$ cat src/rtl/lsp_pkg.sv
package lsp_pkg;

    localparam int SLOTS_DEFAULT = 64;

    localparam int          ENTRY_W       = 10;
    localparam int          DIV_STEPS     = 32;
    localparam logic [15:0] MODULUS_RESET = 16'd16873;
    localparam logic [15:0] SEED_RESET    = 16'd8;
    localparam logic [7:0]  NICE_DEFAULT  = 8'd120;

    localparam logic OP_SET  = 1'b0;
    localparam logic OP_DRAW = 1'b1;

    localparam logic [1:0] SLOT_UNUSED   = 2'd0;
    localparam logic [1:0] SLOT_WAITING  = 2'd1;
    localparam logic [1:0] SLOT_RUNNABLE = 2'd2;
    localparam logic [1:0] SLOT_RUNNING  = 2'd3;

    localparam logic REG_MODULUS = 1'b0;

    typedef enum logic [2:0] {
        LSP_IDLE,
        LSP_SET_RD,
        LSP_SET_WR,
        LSP_MUL,
        LSP_MOD_SEED,
        LSP_MOD_DRAW,
        LSP_SCAN,
        LSP_DONE
    } lsp_state_t;

    function automatic logic [2:0] tickets_of(input logic [7:0] nice);
        logic [2:0] t;
        if (nice == 8'd139)
            t = 3'd1;
        else if (nice >= 8'd130 && nice <= 8'd138)
            t = 3'd2;
        else if (nice >= 8'd120 && nice <= 8'd129)
            t = 3'd3;
        else if (nice >= 8'd110 && nice <= 8'd119)
            t = 3'd4;
        else if (nice >= 8'd101 && nice <= 8'd109)
            t = 3'd5;
        else if (nice == 8'd100)
            t = 3'd6;
        else
            t = 3'd3;
        return t;
    endfunction

    function automatic logic [7:0] fix_nice(input logic [7:0] nice);
        logic [7:0] f;
        if (nice >= 8'd100 && nice <= 8'd139)
            f = nice;
        else
            f = NICE_DEFAULT;
        return f;
    endfunction

endpackage

$ cat src/rtl/lottery_slot_picker_top.sv
// set: slot read, slot write, done; a draw on an empty total goes straight to done
// a draw takes a squaring step, two 32-step remainder passes
// in the shared shift-subtract unit, then a scan of the slot memory at one entry a cycle
// one item is worked on at a time; the next is taken once the result sits in the output register
// reset clears every slot to unused at once (per-entry valid bits), seed 8, modulus 16873
module lottery_slot_picker_top #(
    parameter int SLOTS = lsp_pkg::SLOTS_DEFAULT
) (
    input  logic        clk,
    input  logic        rst_n,
    input  logic        in_valid,
    output logic        in_stall,
    input  logic        operation,
    input  logic [5:0]  slot,
    input  logic [1:0]  new_state,
    input  logic [7:0]  nice_value,
    output logic        out_valid,
    input  logic        out_stall,
    output logic        found,
    output logic [5:0]  winner_slot,
    output logic [8:0]  draw_value,
    output logic [8:0]  ticket_total,
    input  logic        psel,
    input  logic        penable,
    input  logic        pwrite,
    input  logic [2:0]  paddr,
    input  logic [31:0] pwdata,
    output logic [31:0] prdata,
    output logic        pready
);

    localparam int IW        = $clog2(SLOTS);
    localparam int TW        = $clog2(6 * SLOTS + 1);
    localparam int TOTAL_MAX = 6 * SLOTS;

    lsp_pkg::lsp_state_t state_reg, state_next;

    logic [15:0]   modulus_reg;
    logic [15:0]   seed_reg;
    logic [TW-1:0] total_reg, total_next;
    logic [SLOTS-1:0] valid_reg;

    logic          op_reg;
    logic [IW-1:0] slot_reg;
    logic [1:0]    new_state_reg;
    logic [7:0]    nice_reg;

    logic [31:0]   div_dvd_reg;
    logic [16:0]   div_rem_reg;
    logic [16:0]   div_dsr_reg;
    logic [4:0]    div_cnt_reg;

    logic [IW-1:0] issue_idx_reg;
    logic [IW-1:0] rd_idx_reg;
    logic          rd_live_reg;
    logic          rd_valid_reg;
    logic [TW-1:0] sum_reg;

    logic          res_found_reg;
    logic [IW-1:0] res_winner_reg;
    logic [TW-1:0] res_draw_reg;

    logic          out_valid_reg;
    logic          found_reg;
    logic [5:0]    winner_slot_reg;
    logic [8:0]    draw_value_reg;
    logic [8:0]    ticket_total_reg;

    logic                  mem_we;
    logic [IW-1:0]         mem_waddr;
    logic [lsp_pkg::ENTRY_W-1:0] mem_wdata;
    logic [IW-1:0]         mem_raddr;
    logic [lsp_pkg::ENTRY_W-1:0] mem_rdata;

    logic          accept;
    logic          out_free;
    logic          slot_in_range;
    logic          cfg_write;

    logic [17:0]   div_trial;
    logic [16:0]   div_rem_step;
    logic          div_last;

    logic [1:0]    rd_status;
    logic [2:0]    rd_tickets;
    logic          rd_hit;
    logic [TW-1:0] sum_step;
    logic          scan_win;
    logic          scan_last;

    logic [1:0]    old_status;
    logic [TW-1:0] old_tickets;
    logic [TW-1:0] new_tickets;

    lsp_ram #(
        .WIDTH (lsp_pkg::ENTRY_W),
        .DEPTH (SLOTS)
    ) u_slot_ram (
        .clk   (clk),
        .we    (mem_we),
        .waddr (mem_waddr),
        .wdata (mem_wdata),
        .raddr (mem_raddr),
        .rdata (mem_rdata)
    );

    assign accept        = in_valid && !in_stall;
    assign out_free      = !out_valid_reg || !out_stall;
    assign slot_in_range = (32'(slot) < SLOTS);
    assign cfg_write     = psel && penable && pwrite && pready;

    // shared shift-subtract remainder step
    assign div_trial    = {div_rem_reg, div_dvd_reg[31]};
    assign div_rem_step = (div_trial >= {1'b0, div_dsr_reg}) ?
                          17'(div_trial - {1'b0, div_dsr_reg}) : div_trial[16:0];
    assign div_last     = (div_cnt_reg == 5'(lsp_pkg::DIV_STEPS - 1));

    // scan of one memory entry
    assign rd_status  = rd_valid_reg ? mem_rdata[9:8] : lsp_pkg::SLOT_UNUSED;
    assign rd_tickets = lsp_pkg::tickets_of(mem_rdata[7:0]);
    assign rd_hit     = rd_live_reg && (rd_status == lsp_pkg::SLOT_RUNNABLE);
    assign sum_step   = sum_reg + (rd_hit ? TW'(rd_tickets) : '0);
    assign scan_win   = rd_hit && (sum_step > res_draw_reg);
    assign scan_last  = rd_live_reg && (rd_idx_reg == IW'(SLOTS - 1));

    // set: replace old tickets by new ones
    assign old_status  = rd_status;
    assign old_tickets = (old_status != lsp_pkg::SLOT_UNUSED) ? TW'(rd_tickets) : '0;
    assign new_tickets = (new_state_reg != lsp_pkg::SLOT_UNUSED) ?
                         TW'(lsp_pkg::tickets_of(nice_reg)) : '0;
    assign total_next  = total_reg - old_tickets + new_tickets;

    always_comb
    begin
        state_next = state_reg;
        case (state_reg)
            lsp_pkg::LSP_IDLE:
            begin
                if (in_valid)
                begin
                    if (operation == lsp_pkg::OP_SET)
                        state_next = slot_in_range ? lsp_pkg::LSP_SET_RD : lsp_pkg::LSP_DONE;
                    else
                        state_next = (total_reg != '0) ? lsp_pkg::LSP_MUL : lsp_pkg::LSP_DONE;
                end
            end
            lsp_pkg::LSP_SET_RD:   state_next = lsp_pkg::LSP_SET_WR;
            lsp_pkg::LSP_SET_WR:   state_next = lsp_pkg::LSP_DONE;
            lsp_pkg::LSP_MUL:      state_next = lsp_pkg::LSP_MOD_SEED;
            lsp_pkg::LSP_MOD_SEED:
            begin
                if (div_last)
                    state_next = lsp_pkg::LSP_MOD_DRAW;
            end
            lsp_pkg::LSP_MOD_DRAW:
            begin
                if (div_last)
                    state_next = lsp_pkg::LSP_SCAN;
            end
            lsp_pkg::LSP_SCAN:
            begin
                if (scan_win || scan_last)
                    state_next = lsp_pkg::LSP_DONE;
            end
            lsp_pkg::LSP_DONE:
            begin
                if (out_free)
                    state_next = lsp_pkg::LSP_IDLE;
            end
            default:               state_next = lsp_pkg::LSP_IDLE;
        endcase
    end

    always_comb
    begin
        in_stall  = 1'b1;
        mem_we    = 1'b0;
        mem_waddr = slot_reg;
        mem_wdata = {new_state_reg, lsp_pkg::fix_nice(nice_reg)};
        mem_raddr = slot_reg;
        case (state_reg)
            lsp_pkg::LSP_IDLE:   in_stall = 1'b0;
            lsp_pkg::LSP_SET_WR: mem_we = 1'b1;
            lsp_pkg::LSP_SCAN:
            begin
                mem_raddr = issue_idx_reg;
                mem_we    = scan_win;
                mem_waddr = rd_idx_reg;
                mem_wdata = {lsp_pkg::SLOT_RUNNING, mem_rdata[7:0]};
            end
            default:
            begin
                in_stall = 1'b1;
            end
        endcase
    end

    always_ff @(posedge clk or negedge rst_n)
    begin
        if (!rst_n)
        begin
            state_reg     <= lsp_pkg::LSP_IDLE;
            modulus_reg   <= lsp_pkg::MODULUS_RESET;
            seed_reg      <= lsp_pkg::SEED_RESET;
            total_reg     <= '0;
            valid_reg     <= '0;
            out_valid_reg <= 1'b0;
            rd_live_reg   <= 1'b0;
        end
        else
        begin
            state_reg <= state_next;
            if (cfg_write && paddr[2] == lsp_pkg::REG_MODULUS)
                modulus_reg <= pwdata[15:0];
            if (mem_we)
                valid_reg[mem_waddr] <= 1'b1;
            if (state_reg == lsp_pkg::LSP_SET_WR)
                total_reg <= total_next;
            if (state_reg == lsp_pkg::LSP_MOD_SEED && div_last)
                seed_reg <= div_rem_step[15:0];
            if (state_reg == lsp_pkg::LSP_SCAN)
                rd_live_reg <= 1'b1;
            else
                rd_live_reg <= 1'b0;
            if (state_reg == lsp_pkg::LSP_DONE && out_free)
                out_valid_reg <= 1'b1;
            else if (!out_stall)
                out_valid_reg <= 1'b0;
        end
    end

    always_ff @(posedge clk)
    begin
        rd_valid_reg <= valid_reg[mem_raddr];
        if (accept)
        begin
            op_reg         <= operation;
            slot_reg       <= IW'(slot);
            new_state_reg  <= new_state;
            nice_reg       <= nice_value;
            res_found_reg  <= 1'b0;
            res_winner_reg <= '0;
            res_draw_reg   <= '0;
        end
        case (state_reg)
            lsp_pkg::LSP_MUL:
            begin
                div_dvd_reg <= 32'(seed_reg) * 32'(seed_reg);
                div_rem_reg <= '0;
                div_dsr_reg <= {(modulus_reg == 16'd0), modulus_reg};
                div_cnt_reg <= '0;
            end
            lsp_pkg::LSP_MOD_SEED:
            begin
                div_cnt_reg <= div_cnt_reg + 5'd1;
                if (div_last)
                begin
                    div_dvd_reg <= {16'd0, div_rem_step[15:0]};
                    div_rem_reg <= '0;
                    div_dsr_reg <= 17'(total_reg);
                end
                else
                begin
                    div_dvd_reg <= {div_dvd_reg[30:0], 1'b0};
                    div_rem_reg <= div_rem_step;
                end
            end
            lsp_pkg::LSP_MOD_DRAW:
            begin
                div_cnt_reg <= div_cnt_reg + 5'd1;
                div_dvd_reg <= {div_dvd_reg[30:0], 1'b0};
                div_rem_reg <= div_rem_step;
                if (div_last)
                begin
                    res_draw_reg  <= TW'(div_rem_step);
                    issue_idx_reg <= '0;
                    sum_reg       <= '0;
                end
            end
            lsp_pkg::LSP_SCAN:
            begin
                rd_idx_reg <= issue_idx_reg;
                if (issue_idx_reg != IW'(SLOTS - 1))
                    issue_idx_reg <= issue_idx_reg + IW'(1);
                sum_reg <= sum_step;
                if (scan_win)
                begin
                    res_found_reg  <= 1'b1;
                    res_winner_reg <= rd_idx_reg;
                end
            end
            default:
            begin
                div_cnt_reg <= div_cnt_reg;
            end
        endcase
        if (state_reg == lsp_pkg::LSP_DONE && out_free)
        begin
            found_reg        <= res_found_reg;
            winner_slot_reg  <= 6'(res_winner_reg);
            draw_value_reg   <= 9'(res_draw_reg);
            ticket_total_reg <= 9'(total_reg);
        end
    end

    assign out_valid    = out_valid_reg;
    assign found        = found_reg;
    assign winner_slot  = winner_slot_reg;
    assign draw_value   = draw_value_reg;
    assign ticket_total = ticket_total_reg;

    assign pready = 1'b1;
    assign prdata = (paddr[2] == lsp_pkg::REG_MODULUS) ? {16'd0, modulus_reg} : 32'd0;

    // a draw item with a nonzero total goes through the divider, a set item never does
    a_op_path: assert property (@(posedge clk) disable iff (!rst_n)
        (state_reg == lsp_pkg::LSP_MUL) |-> (op_reg == lsp_pkg::OP_DRAW))
        else $error("divider entered by a set transaction");

    a_total_bound: assert property (@(posedge clk) disable iff (!rst_n)
        (state_reg == lsp_pkg::LSP_SET_WR) |=> (32'(total_reg) <= TOTAL_MAX))
        else $error("ticket total beyond table capacity");

    a_win_ends_scan: assert property (@(posedge clk) disable iff (!rst_n)
        (state_reg == lsp_pkg::LSP_SCAN && mem_we) |=> (state_reg == lsp_pkg::LSP_DONE))
        else $error("scan continued after marking a winner");

    a_draw_below_total: assert property (@(posedge clk) disable iff (!rst_n)
        (state_reg == lsp_pkg::LSP_DONE && res_found_reg) |-> (res_draw_reg < total_reg))
        else $error("winner found with draw not below total");

    a_result_held: assert property (@(posedge clk) disable iff (!rst_n)
        (state_reg == lsp_pkg::LSP_DONE && out_valid_reg && out_stall)
        |=> (state_reg == lsp_pkg::LSP_DONE))
        else $error("result left pending while output stalled");

endmodule

$ cat src/rtl/lsp_ram.sv
module lsp_ram #(
    parameter int WIDTH = 10,
    parameter int DEPTH = 64
) (
    input  logic                     clk,
    input  logic                     we,
    input  logic [$clog2(DEPTH)-1:0] waddr,
    input  logic [WIDTH-1:0]         wdata,
    input  logic [$clog2(DEPTH)-1:0] raddr,
    output logic [WIDTH-1:0]         rdata
);

    logic [WIDTH-1:0] mem_reg [DEPTH];

    always_ff @(posedge clk)
    begin
        if (we)
        begin
            mem_reg[waddr] <= wdata;
        end
        rdata <= mem_reg[raddr];
    end

endmodule
$ cat config.mk
export PLATFORM = sky130hd
export DESIGN_NAME = lottery_slot_picker_top
export DESIGN_NICKNAME = d
export VERILOG_FILES = /design/src/rtl/lsp_pkg.sv /design/src/rtl/lottery_slot_picker_top.sv /design/src/rtl/lsp_ram.sv
export SDC_FILE = /design/constraint.sdc
export NUM_CORES = 2
export LEC_CHECK = 0
export ABC_AREA = 1
export BUFFER_PORTS_ARGS = -buffer_cell sky130_fd_sc_hd__buf_2
export CAP_MARGIN = 20
export CORE_UTILIZATION = 30
export CTS_BUF_LIST = sky130_fd_sc_hd__clkbuf_2 sky130_fd_sc_hd__clkbuf_4 sky130_fd_sc_hd__clkbuf_8
export DETAILED_ROUTE_END_ITERATION = 6
export PLACE_DENSITY_LB_ADDON = 0.08
export SYNTH_ARGS = -nofsm -noshare
export SYNTH_HDL_FRONTEND = slang
export SYNTH_HIERARCHICAL = 1
export SYNTH_SLANG_ARGS = --single-unit
export TNS_END_PERCENT = 5
$ cat constraint.sdc
create_clock -name clk -period 6.8 [get_ports clk]
set_input_delay 0.34 -clock clk [delete_from_list [all_inputs] [get_ports clk]]
set_output_delay 0.34 -clock clk [all_outputs]
set_load 0.005 [all_outputs]
==> metrics.cfg <==
[grt]
track_usage=0.177
busiest_layer=met2
grt_pass1_wl_mm=215
antenna_found_initial=6
grt_util_met2=0.299
grt_start_max_net_pins=142
overflow=0
grt_util_met1=0.230
grt_pass1_vias=34200
met3_usage=0.0296

[timing]
clock.fmax_mhz=162
final-max-slew-violation-count=0
rsz0062_at_grt=false
finalSetupViolCount=0
slew_headroom=0.312
worst_pin_slew_ns=1.03
fin_crit_sh=0.908
hold_viol=0
fin_crit_ns=6.18
clock_skew_ns=0.0621
final.setup.tns_ns=0

[route]
post-route-drc-count=0
routed_via_density=4.59
routedWlPerCell_um=19.4
ant_nets=0
dr.pass1.iters=5
postRouteWirelength_mm=141
num_vias=33400
drtIter0Drc=1784

[logic_synthesis]
synth_largest_area_cell=edfxtp_1
yosys_warnings=6
async_flop_share=0.121
yosysMostFrequentCell=nand2_1
ys.flop_type=edfxtp_1
synth_top_area_share=0.487
postSynthAreaPerCell_sq_um=9.82
postSynthCellCount=4851
synth_edf_count=773
syn_area_sq_um=47700
ys_top_cells_by_area=edfxtp_1, nand2_1, nand3_1
ys_types=58
synth_commonest_cells=nand2_1, edfxtp_1, nand3_1
seq_area_frac_synth=0.556
synth_seq_cells=910

[status]
status=completed

[setup_path]
required_ns=7.38
worstSetupEndpointType=register
reg2reg_to=div_dvd_reg[25]
cp.arrival_ns=6.76
setup.worst_path.start_class=register
cp_max_fo=8
r2r_slack_ns=0.62
rr_startpoint=seed_reg[7]
path_class=reg -> reg
setup.worst_path.start=seed_reg[7]
worst-r2r-cell-count=22

[clock_tree]
htreeDepth=4
clk_latency_ns=0.89
clkTransAtPathRegs_ns=0.08
clk_path_buf_depth=3
cts_tree=yes
cts_buffers=170
cts-root-buf=clkbuf_8
cts.sinks=910

[place]
gp_congestion=0.841
place_inst=6912
io_buffers=83
hpwl_mm=90.8

[layout]
final-seq-area_sq_um=26500
multi_input_area_sq_um=17900
final_cells=7282
syn_to_final_growth_pct=14.9
utilization=0.349
fill_cells=16000
drive_gt1_frac=0.114
largest_reg_flops=640
fin_nets=5465

[die]
dieArea_sq_um=160000
fp.dieH_um=401
start_util=0.304
rows=145
io-pin-count=119
fp.coreArea_sq_um=157000
die_x_um=401

[run]
max-cap-violations=0

[hold_path]
hp-class=in -> async

[pwr]
power.density_nw_per_um2=386
vdd_drop_max_uv=189
p_leak_nw=23.9

[worst max path at each step]
stage / endpoint / slack [ns] / cells after the start
after floorplan: div_dvd_reg[30] / 1.04 / 20
after global placement: div_dvd_reg[27] / 0.68 / 22
after detailed placement: div_dvd_reg[27] / 0.69 / 22
after CTS: div_dvd_reg[27] / 0.58 / 22
after global routing: div_dvd_reg[26] / 0.19 / 21
final: div_dvd_reg[25] / 0.62 / 22
[cell families (layout without fill, tap and decap cells)]
| group | count (synthesis) | after routing | synth area share |
|---|---|---|---|
| AND/OR/NAND/NOR | 2562 | 2562 | 0.228 |
| AO/OA/AOI/OAI | 251 | 251 | 0.0290 |
| buffers and inverters | 782 | 1137 | 0.0717 |
| XOR/XNOR | 32 | 32 | 0.00588 |
| other | 2 | 20 | 0.000158 |
| adder cells (fa/ha/maj) | 311 | 311 | 0.108 |
| flip-flops | 910 | 910 | 0.556 |
| multiplexers | 1 | 1 | 0.000236 |
[per-stage QoR]
stage,cell area (sq um),worst slack [ns],power [W],hold WS (ns)
after global placement,50600,0.676,0.0159,0.413
after global routing,54700,0.191,0.0226,0.127
after floorplan,47700,1.04,0.0130,0.0444
after CTS,54700,0.580,0.0215,0.0852
final,54700,0.624,0.0211,0.140
after detailed placement,50600,0.690,0.0159,0.412
[power by group]
part | internal, W | total (W) | switching (W)
clock network | 0.00296 | 0.00543 | 0.00247
logic | 0.00216 | 0.00803 | 0.00587
registers | 0.00726 | 0.00764 | 0.000382
[placed cells by master, fill, tap and decap left out, drive strengths merged, types with 4 or more instances in the layout]
cell type | synthesis | final
nand4 | 29 | 29
xnor2 | 11 | 11
xor2 | 21 | 21
nand2 | 1452 | 1452
nor2 | 298 | 298
dfstp | 8 | 8
or2 | 12 | 12
conb | 2 | 17
clkbuf | 73 | 250
dfrtp | 102 | 102
nor4 | 17 | 17
o21bai | 8 | 8
nor3 | 24 | 24
clkinv | 2 | 36
buf | 161 | 222
edfxtp | 773 | 773
nand3b | 4 | 4
inv | 546 | 556
ha | 142 | 142
fa | 169 | 169
dlygate4sd3 | 0 | 69
a21oi | 91 | 91
o211ai | 5 | 5
a21o | 4 | 4
o21ai | 121 | 121
dfxtp | 27 | 27
a21boi | 4 | 4
nand3 | 725 | 725
[layout make-up]
type | count | share of cell area
multi-input combinational | 3174 | 0.327
clock buffer | 250 | 0.0554
antenna | 3 | 0.000137
sequential | 910 | 0.484
clock inverter | 48 | 0.00702
tap | 2058 | 0.0470
timing repair buffer | 291 | 0.0407
inverter | 548 | 0.0379
[per-layer routing]
metal | share of wire | wire (um) | up-vias
li1 | - | - | 16500
met1 | 0.45 | 63600 | 16200
met2 | 0.48 | 68300 | 527
met3 | 0.037 | 5210 | 234
met4 | 0.029 | 4060 | 6
met5 | 0.00026 | 37 | -
[worst max-delay path, cell delays in order, from the launching register on]
cell and delay (ns):
dfrtp_1 0.61, buf_4 0.21, buf_4 0.15, nand2_1 0.06
inv_1 0.13, fa_1 0.45, fa_1 0.47, fa_1 0.53
fa_1 0.58, inv_1 0.07, fa_1 0.54, inv_1 0.06
fa_1 0.50, ha_1 0.37, nand2_1 0.14, nor2_1 0.19
inv_1 0.08, nor3_1 0.21, o21ai_0 0.13, nand3_1 0.18
nand2_1 0.07, nand2_1 0.05, o21ai_0 0.08
[what timing repair did]
| action | in CTS | in global routing |
|---|---|---|
| hold buffers | 69 | 0 |
| resized for setup | 0 | 0 |
| endpoints found under the hold margin | 100 | 0 |
| setup buffers | 0 | 0 |
Power figures use the tool's default switching activity.
